File: src/u2u8_pkg.sv
// ----------------------------------------------------------------------------
// UTF-16 to UTF-8 transcoder package
// Shared job type, constants and the UTF-8 byte formatting function.
// ----------------------------------------------------------------------------
`timescale 1ns / 1ps

package u2u8_pkg;

  localparam int unsigned FifoDepth = 2;
  localparam int unsigned FifoPtrW  = (FifoDepth > 1) ? $clog2(FifoDepth) : 1;
  localparam int unsigned FifoCntW  = $clog2(FifoDepth + 1);

  localparam logic [20:0] Replacement = 21'h00fffd;
  localparam logic [15:0] HighFirst   = 16'hd800;
  localparam logic [15:0] HighLast    = 16'hdbff;
  localparam logic [15:0] LowFirst    = 16'hdc00;
  localparam logic [15:0] LowLast     = 16'hdfff;
  localparam logic [20:0] SuppBase    = 21'h010000;

  // Index of the last byte of a sequence: length minus one.
  localparam logic [1:0] LastIdx1 = 2'd0;
  localparam logic [1:0] LastIdx2 = 2'd1;
  localparam logic [1:0] LastIdx3 = 2'd2;
  localparam logic [1:0] LastIdx4 = 2'd3;

  // One unit of work for the byte emitter: an optional replacement character
  // followed by an optional code point.
  typedef struct packed {
    logic        pre_rep;
    logic        has_main;
    logic [1:0]  last_idx;
    logic [20:0] cp;
  } job_t;

  function automatic logic [7:0] utf8_byte(input logic [20:0] cp,
                                           input logic [1:0]  last_idx,
                                           input logic [1:0]  idx);
    logic [7:0] b;
    b = 8'h00;
    unique case (last_idx)
      LastIdx1: b = {1'b0, cp[6:0]};
      LastIdx2: b = (idx == 2'd0) ? {3'b110, cp[10:6]} : {2'b10, cp[5:0]};
      LastIdx3: begin
        case (idx)
          2'd0:    b = {4'b1110, cp[15:12]};
          2'd1:    b = {2'b10, cp[11:6]};
          default: b = {2'b10, cp[5:0]};
        endcase
      end
      default: begin
        case (idx)
          2'd0:    b = {5'b11110, cp[20:18]};
          2'd1:    b = {2'b10, cp[17:12]};
          2'd2:    b = {2'b10, cp[11:6]};
          default: b = {2'b10, cp[5:0]};
        endcase
      end
    endcase
    return b;
  endfunction

endpackage

File: src/u2u8_if.sv
// ----------------------------------------------------------------------------
// Transcoder stream interfaces
// Valid/ready channels for UTF-16 code units in and UTF-8 bytes out.
// ----------------------------------------------------------------------------
`timescale 1ns / 1ps

interface u2u8_in_if;
  logic        valid;
  logic        ready;
  logic [15:0] code_unit;
  logic        last_unit;

  modport source (output valid, output code_unit, output last_unit, input ready);
  modport sink (input valid, input code_unit, input last_unit, output ready);
endinterface

interface u2u8_out_if;
  logic       valid;
  logic       ready;
  logic [7:0] data_byte;
  logic       run_end;

  modport source (output valid, output data_byte, output run_end, input ready);
  modport sink (input valid, input data_byte, input run_end, output ready);
endinterface

File: src/u2u8_front.sv
// ----------------------------------------------------------------------------
// Transcoder front end
// Accepts code units, pairs surrogates and queues one job per word that
// produces output.
// ----------------------------------------------------------------------------
`timescale 1ns / 1ps

module u2u8_front import u2u8_pkg::*; (
  input  logic       clk_i,
  input  logic       rst_ni,
  u2u8_in_if.sink    in_i,
  input  logic       job_ready_i,
  output logic       job_valid_o,
  output job_t       job_o
);

  logic       pending_q, pending_d;
  logic [9:0] held_q, held_d;
  logic       accept;
  logic       is_high;
  logic       is_low;
  logic       bmp_len2;
  logic       bmp_len1;

  assign in_i.ready = job_ready_i;
  assign accept     = in_i.valid && in_i.ready;
  assign is_high    = (in_i.code_unit >= HighFirst) && (in_i.code_unit <= HighLast);
  assign is_low     = (in_i.code_unit >= LowFirst) && (in_i.code_unit <= LowLast);
  assign bmp_len1   = (in_i.code_unit[15:7] == 9'd0);
  assign bmp_len2   = (in_i.code_unit[15:11] == 5'd0);

  always_comb begin
    job_o     = '0;
    pending_d = pending_q;
    held_d    = held_q;
    if (pending_q && is_low) begin
      job_o.has_main = 1'b1;
      job_o.last_idx = LastIdx4;
      job_o.cp       = SuppBase + {1'b0, held_q, in_i.code_unit[9:0]};
      pending_d      = 1'b0;
      held_d         = '0;
    end else begin
      // A held high surrogate that is not followed by a low one is replaced.
      job_o.pre_rep = pending_q;
      pending_d     = 1'b0;
      held_d        = '0;
      if (is_high && !in_i.last_unit) begin
        pending_d = 1'b1;
        held_d    = in_i.code_unit[9:0];
      end else if (is_high || is_low) begin
        job_o.has_main = 1'b1;
        job_o.last_idx = LastIdx3;
        job_o.cp       = Replacement;
      end else begin
        job_o.has_main = 1'b1;
        job_o.cp       = {5'd0, in_i.code_unit};
        if (bmp_len1) begin
          job_o.last_idx = LastIdx1;
        end else if (bmp_len2) begin
          job_o.last_idx = LastIdx2;
        end else begin
          job_o.last_idx = LastIdx3;
        end
      end
    end
  end

  assign job_valid_o = accept && (job_o.pre_rep || job_o.has_main);

  always_ff @(posedge clk_i or negedge rst_ni) begin
    if (!rst_ni) begin
      pending_q <= 1'b0;
      held_q    <= '0;
    end else if (accept) begin
      pending_q <= pending_d;
      held_q    <= held_d;
    end
  end

endmodule

File: src/u2u8_fifo.sv
// ----------------------------------------------------------------------------
// Transcoder job queue
// Short first-in first-out buffer between the front end and the emitter.
// ----------------------------------------------------------------------------
`timescale 1ns / 1ps

module u2u8_fifo import u2u8_pkg::*; (
  input  logic clk_i,
  input  logic rst_ni,
  input  logic push_i,
  input  job_t push_job_i,
  output logic push_ready_o,
  input  logic pop_i,
  output logic pop_valid_o,
  output job_t pop_job_o
);

  job_t                entry_q [FifoDepth];
  logic [FifoPtrW-1:0] wr_ptr_q;
  logic [FifoPtrW-1:0] rd_ptr_q;
  logic [FifoCntW-1:0] count_q;
  logic                do_push;
  logic                do_pop;

  assign push_ready_o = (count_q != FifoCntW'(FifoDepth));
  assign pop_valid_o  = (count_q != '0);
  assign pop_job_o    = entry_q[rd_ptr_q];
  assign do_push      = push_i && push_ready_o;
  assign do_pop       = pop_i && pop_valid_o;

  always_ff @(posedge clk_i) begin
    if (do_push) begin
      entry_q[wr_ptr_q] <= push_job_i;
    end
  end

  always_ff @(posedge clk_i or negedge rst_ni) begin
    if (!rst_ni) begin
      wr_ptr_q <= '0;
      rd_ptr_q <= '0;
      count_q  <= '0;
    end else begin
      if (do_push) begin
        wr_ptr_q <= (wr_ptr_q == FifoPtrW'(FifoDepth - 1)) ? '0 : wr_ptr_q + 1'b1;
      end
      if (do_pop) begin
        rd_ptr_q <= (rd_ptr_q == FifoPtrW'(FifoDepth - 1)) ? '0 : rd_ptr_q + 1'b1;
      end
      if (do_push && !do_pop) begin
        count_q <= count_q + 1'b1;
      end else if (do_pop && !do_push) begin
        count_q <= count_q - 1'b1;
      end
    end
  end

endmodule

File: src/u2u8_back.sv
// ----------------------------------------------------------------------------
// Transcoder byte emitter
// Walks each queued job and sends its UTF-8 bytes through an output register.
// ----------------------------------------------------------------------------
`timescale 1ns / 1ps

module u2u8_back import u2u8_pkg::*; (
  input  logic       clk_i,
  input  logic       rst_ni,
  input  logic       job_valid_i,
  input  job_t       job_i,
  output logic       job_pop_o,
  u2u8_out_if.source out_o
);

  logic       busy_q;
  job_t       job_q;
  logic       in_pre_q;
  logic [1:0] idx_q;
  logic       ov_q;
  logic [7:0] ob_q;
  logic       oe_q;

  logic       load;
  logic       emit;
  logic       pre_done;
  logic       main_done;
  logic       job_last;
  logic [7:0] cur_byte;

  assign load      = !ov_q || out_o.ready;
  assign emit      = busy_q && load;
  assign pre_done  = in_pre_q && (idx_q == LastIdx3);
  assign main_done = !in_pre_q && (idx_q == job_q.last_idx);
  assign job_last  = main_done || (pre_done && !job_q.has_main);
  assign cur_byte  = in_pre_q ? utf8_byte(Replacement, LastIdx3, idx_q)
                              : utf8_byte(job_q.cp, job_q.last_idx, idx_q);

  // The next job is taken in the cycle that sends the last byte of this one.
  assign job_pop_o = job_valid_i && (!busy_q || (emit && job_last));

  assign out_o.valid     = ov_q;
  assign out_o.data_byte = ob_q;
  assign out_o.run_end   = oe_q;

  always_ff @(posedge clk_i) begin
    if (job_pop_o) begin
      job_q <= job_i;
    end
    if (emit) begin
      ob_q <= cur_byte;
      oe_q <= job_last;
    end
  end

  always_ff @(posedge clk_i or negedge rst_ni) begin
    if (!rst_ni) begin
      busy_q   <= 1'b0;
      in_pre_q <= 1'b0;
      idx_q    <= '0;
      ov_q     <= 1'b0;
    end else begin
      if (job_pop_o) begin
        busy_q   <= 1'b1;
        in_pre_q <= job_i.pre_rep;
        idx_q    <= '0;
      end else if (emit && job_last) begin
        busy_q <= 1'b0;
      end else if (emit) begin
        if (pre_done) begin
          in_pre_q <= 1'b0;
          idx_q    <= '0;
        end else begin
          idx_q <= idx_q + 1'b1;
        end
      end

      if (emit) begin
        ov_q <= 1'b1;
      end else if (out_o.ready) begin
        ov_q <= 1'b0;
      end
    end
  end

endmodule

File: src/utf16_to_utf8_transcoder_top.sv
// ----------------------------------------------------------------------------
// UTF-16 to UTF-8 transcoder
// Each word's job goes through the job queue and the emitter's job register;
// its bytes then leave the output register, one per cycle while the output
// is ready: 1 to 4 bytes, plus 3 for a replaced unpaired high surrogate.
// Reset clears the held surrogate, the job queue and the output register.
// ----------------------------------------------------------------------------
`timescale 1ns / 1ps

module utf16_to_utf8_transcoder_top import u2u8_pkg::*; (
  input  logic       clk_i,
  input  logic       rst_ni,
  u2u8_in_if.sink    in_i,
  u2u8_out_if.source out_o
);

  logic push_valid;
  logic push_ready;
  job_t push_job;
  logic pop_valid;
  logic pop;
  job_t pop_job;

  u2u8_front u_front (
    .clk_i       (clk_i),
    .rst_ni      (rst_ni),
    .in_i        (in_i),
    .job_ready_i (push_ready),
    .job_valid_o (push_valid),
    .job_o       (push_job)
  );

  u2u8_fifo u_fifo (
    .clk_i        (clk_i),
    .rst_ni       (rst_ni),
    .push_i       (push_valid),
    .push_job_i   (push_job),
    .push_ready_o (push_ready),
    .pop_i        (pop),
    .pop_valid_o  (pop_valid),
    .pop_job_o    (pop_job)
  );

  u2u8_back u_back (
    .clk_i       (clk_i),
    .rst_ni      (rst_ni),
    .job_valid_i (pop_valid),
    .job_i       (pop_job),
    .job_pop_o   (pop),
    .out_o       (out_o)
  );

endmodule

File: src/flat_wrapper.sv
// flat-port wrapper written by rule: the top's interface ports become plain ports
module utf16_to_utf8_transcoder_top_flat import u2u8_pkg::*;
  (clk_i, rst_ni, in_i_valid, in_i_code_unit, in_i_last_unit, in_i_ready, out_o_valid, out_o_data_byte, out_o_run_end, out_o_ready);
  u2u8_in_if in_i_i ();
  u2u8_out_if out_o_i ();
  input  logic clk_i;
  input  logic rst_ni;
  input wire logic [$bits(in_i_i.valid)-1:0] in_i_valid;
  input wire logic [$bits(in_i_i.code_unit)-1:0] in_i_code_unit;
  input wire logic [$bits(in_i_i.last_unit)-1:0] in_i_last_unit;
  output wire logic [$bits(in_i_i.ready)-1:0] in_i_ready;
  output wire logic [$bits(out_o_i.valid)-1:0] out_o_valid;
  output wire logic [$bits(out_o_i.data_byte)-1:0] out_o_data_byte;
  output wire logic [$bits(out_o_i.run_end)-1:0] out_o_run_end;
  input wire logic [$bits(out_o_i.ready)-1:0] out_o_ready;
  assign in_i_i.valid = in_i_valid;
  assign in_i_i.code_unit = in_i_code_unit;
  assign in_i_i.last_unit = in_i_last_unit;
  assign in_i_ready = in_i_i.ready;
  assign out_o_valid = out_o_i.valid;
  assign out_o_data_byte = out_o_i.data_byte;
  assign out_o_run_end = out_o_i.run_end;
  assign out_o_i.ready = out_o_ready;
  utf16_to_utf8_transcoder_top u_core (.clk_i(clk_i), .rst_ni(rst_ni), .in_i(in_i_i), .out_o(out_o_i));
endmodule
File: config.mk
export PLATFORM = sky130hd
export DESIGN_NAME = utf16_to_utf8_transcoder_top_flat
export DESIGN_NICKNAME = d
export VERILOG_FILES = /design/src/u2u8_pkg.sv /design/src/u2u8_if.sv /design/src/u2u8_front.sv /design/src/u2u8_fifo.sv /design/src/u2u8_back.sv /design/src/utf16_to_utf8_transcoder_top.sv /design/src/flat_wrapper.sv
export SDC_FILE = /design/constraint.sdc
export NUM_CORES = 1
export LEC_CHECK = 0
export ABC_AREA = 0
export BUFFER_PORTS_ARGS = -buffer_cell sky130_fd_sc_hd__buf_2
export CORE_AREA = 2 2 90 136
export DETAILED_ROUTE_END_ITERATION = 6
export DIE_AREA = 0 0 92 138
export GPL_TIMING_DRIVEN = 0
export PLACE_DENSITY_LB_ADDON = 0.2
export SLEW_MARGIN = 5
export SYNTH_ARGS = -nofsm -noshare
export SYNTH_HDL_FRONTEND = slang
export SYNTH_SLANG_ARGS = --single-unit
File: constraint.sdc
create_clock -name clk_i -period 5 [get_ports clk_i]
set_clock_uncertainty 0.15 [all_clocks]
set_input_delay 1 -clock clk_i [delete_from_list [all_inputs] [get_ports clk_i]]
set_output_delay 1 -clock clk_i [all_outputs]
set_load 0.005 [all_outputs]
==> impl_metrics.toml <==
[synth]
syn_nets = 362
synth_ff_type = "edfxtp_1"
synth_area_leader_cell = "edfxtp_1"
synth_edf_count = 83
seq_area_frac_synth_pct = 65.9
synth_cell_types = 55
synth_area_leaders = "edfxtp_1 55%, dfrtp_1 11%, mux2_2 6.4%, nand2_1 2.8%, nor2_1 2.6%"
synth_cells = 339
synth-warning-count = 0
synth_top_area_share_pct = 54.9
synthArstFlopShare_pct = 19.4
syn-cell-area_um2 = 4540
avgSynthCellArea_um2 = 13.4
synth-seq-cells = 103

[layout]
final_common_cell = "edfxtp_1"
layout_common_cells = "83 x edfxtp_1, 37 x buf_2, 34 x nand2_1"
design_area_um2 = 5180
finalNonFillerCells = 539
layout.nets = 404
num_antenna_cells = 0
utilization_pct = 44.5
final_layout_size_suffix_gt1_share_pct = 23.1
layout-area-overhead-vs-synth_pct = 14.1
fillCellCount = 1102

[floorplan]
ioPinCount = 32
die_y_um = 138
dieArea_um2 = 12700
start_util_pct = 39.0
row_count = 49
core_area_um2 = 11600
chipWidth_um = 92

[placed_design]
postPlaceCellArea_um2 = 4900
hpwl_um = 6470
dp.cells = 523
io_buffers = 30
gp_congestion = 0.864

[flow_run]
maxCapViolCount = 0

[critical_path]
startpoint_type = "primary input"
arrival_ns = 2.90
slowest_delay_ns = 0.98
startpoint = "in_i_code_unit[13]"
path_delay_family = "simple AND/OR/NAND/NOR gates"
critPathKind = "primary input to register"
critical_path.cell_chain = "clkbuf_1 -> nor4_4 -> a21oi_1 -> and2_1"
required_ns = 4.80
cp_num_buf_inv = 1
cp_max_fo = 25
r2r_start = "u_core.u_fifo.count_q[0]"
end_kind = "register"
cp_slowest_cell = "and2_1"

[clock_tree]
htreeDepth = 3
clock_sinks = 103
clkTransAtPathRegs_ns = 0.07
hold_buffers = 0
cts_tree = "yes"
clock_path_buffers = 2
clk_latency_ns = 0.34
numCtsBuffers = 9
cts_setup_buffers = 0
cts_root_buffer = "clkbuf_16"
ctsResizeCount = 0

[worst_hold_path]
holdCritStartpoint = "u_core.u_front.held_q[2]"
hold_class = "register to register"

[grt]
antenna_found_initial = 0
grt_pass1_vias = 2791
grt_usage_pct = 14.5
grt_max_degree = 26
grt_pass1_wl_um = 14200
grt_overflow = 0

[power]
ir_drop_mv = 0.217
p_per_area_nw_per_um2 = 547
total_leakage_power_nw = 1.88

[sta]
drv_slew = 0
hold_viol = 0
fin_crit_ns = 3.10
fin_setup_tns_ns = 0
max_freq_ghz = 0.323
max-slew-margin-rel_pct = 22.7
hold_ws_ns = 0.347
tightestPinTransition_ns = 1.16
fin_crit_sh_pct = 62.0
rsz0062_at_grt = "false"
finalSetupViolations = 0

[routing]
highest_layer = "met4"
wl_per_cell_um = 16.1
ant_nets = 0
firstDrtPassIters = 4
wirelength_um = 8680
vias = 2776
dr_wl_met2_um = 4550
viasPerCell = 5.15
drtIter0Drc = 165
drc = 0
met1_length_um = 3510
dr_wl_met3_um = 287

[status]
outcome = "finished, final reports clean"
## final timing paths
check | endpoint | slack (ns) | cells after the start
min reg2reg | u_core.u_front.held_q[2] | 0.35 | 2
max | u_core.u_fifo.entry_q[1][5] | 1.90 | 4
max in group asynchronous | u_core.u_front.held_q[0] | 3.88 | 1
min | u_core.u_front.held_q[2] | 0.35 | 2
min in group asynchronous | u_core.u_fifo.wr_ptr_q | 0.47 | 1
max reg2reg | u_core.u_fifo.entry_q[1][5] | 2.23 | 4
## state kept, by name, summed over array words and instances, names as in the netlist
name,cells
u_core.u_fifo.entry_q,50
u_core.u_back.job_q,24
u_core.u_front.held_q,10
u_core.u_back.out_o.data_byte,8
u_core.u_back.idx_q,2
u_core.u_fifo.count_q,2
u_core.u_back.busy_q,1
u_core.u_back.in_pre_q,1
u_core.u_back.out_o.run_end,1
u_core.u_back.out_o.valid,1
u_core.u_fifo.rd_ptr_q,1
u_core.u_fifo.wr_ptr_q,1
u_core.u_front.pending_q,1
## cell usage after synthesis, types with 4 or more instances
library cell / instances
buf_2: 7
clkbuf_1: 7
edfxtp_1: 83
mux2i_1: 8
nand3_1: 4
nand2b_1: 5
nor3_1: 5
nor2b_1: 6
nor2_1: 31
nand2_1: 34
o21ai_0: 15
a21oi_1: 6
mux2_2: 26
xor2_1: 6
inv_1: 8
dfrtp_1: 20
a22o_1: 6
o21ai_1: 4
## through the flow
stage,worst slack (ns),total power [mW]
after floorplan,1.58,1.94
after global placement,0.708,2.18
after detailed placement,1.51,2.20
after CTS,1.86,2.86
after global routing,1.69,2.99
final,1.90,2.84
## layout make-up
type                    instances  area (um^2)  share of cell area [%]
clock buffers                  10          229                    4.42
multi-input cells             211         1440                    27.8
flip-flops and latches        103         2990                    57.8
repair buffers                 31          165                    3.19
clock inverters                 6         51.3                   0.991
well taps                     153          191                    3.70
plain buffers                  16         76.3                    1.47
inverters                       9         33.8                   0.652
## worst reg2reg max path: stages (launching register included)
cell	delay, ns
dfrtp_1	0.45
nand2b_1	0.15
nand2_1	0.19
a21oi_1	0.46
and2_1	0.98
## report_power, final
part	total (mW)	switching, mW	internal (mW)
combinational	0.850	0.489	0.361
clock	0.654	0.308	0.346
sequential	1.33	0.0969	1.23
total	2.84	0.894	1.94
## kinds of logic (layout without fill, tap and decap cells)
| kind of cell | Yosys count | after routing | share of synthesized area [%] |
|---|---|---|---|
| flip-flops | 103 | 103 | 65.9 |
| adder cells (fa/ha/maj) | 3 | 3 | 0.772 |
| AO/OA/AOI/OAI | 65 | 65 | 10.1 |
| buffers and inverters | 25 | 72 | 2.43 |
| multiplexers | 34 | 34 | 8.21 |
| AND/OR/NAND/NOR | 100 | 100 | 10.9 |
| XOR/XNOR | 9 | 9 | 1.74 |
## metal layers
metal,global-route usage [%],vias up
li1,-,1357
met1,16.1,1312
met2,26.1,84
met3,2.45,23
met4,7.70,0
met5,0,-
(Power assumes the default switching activity.)
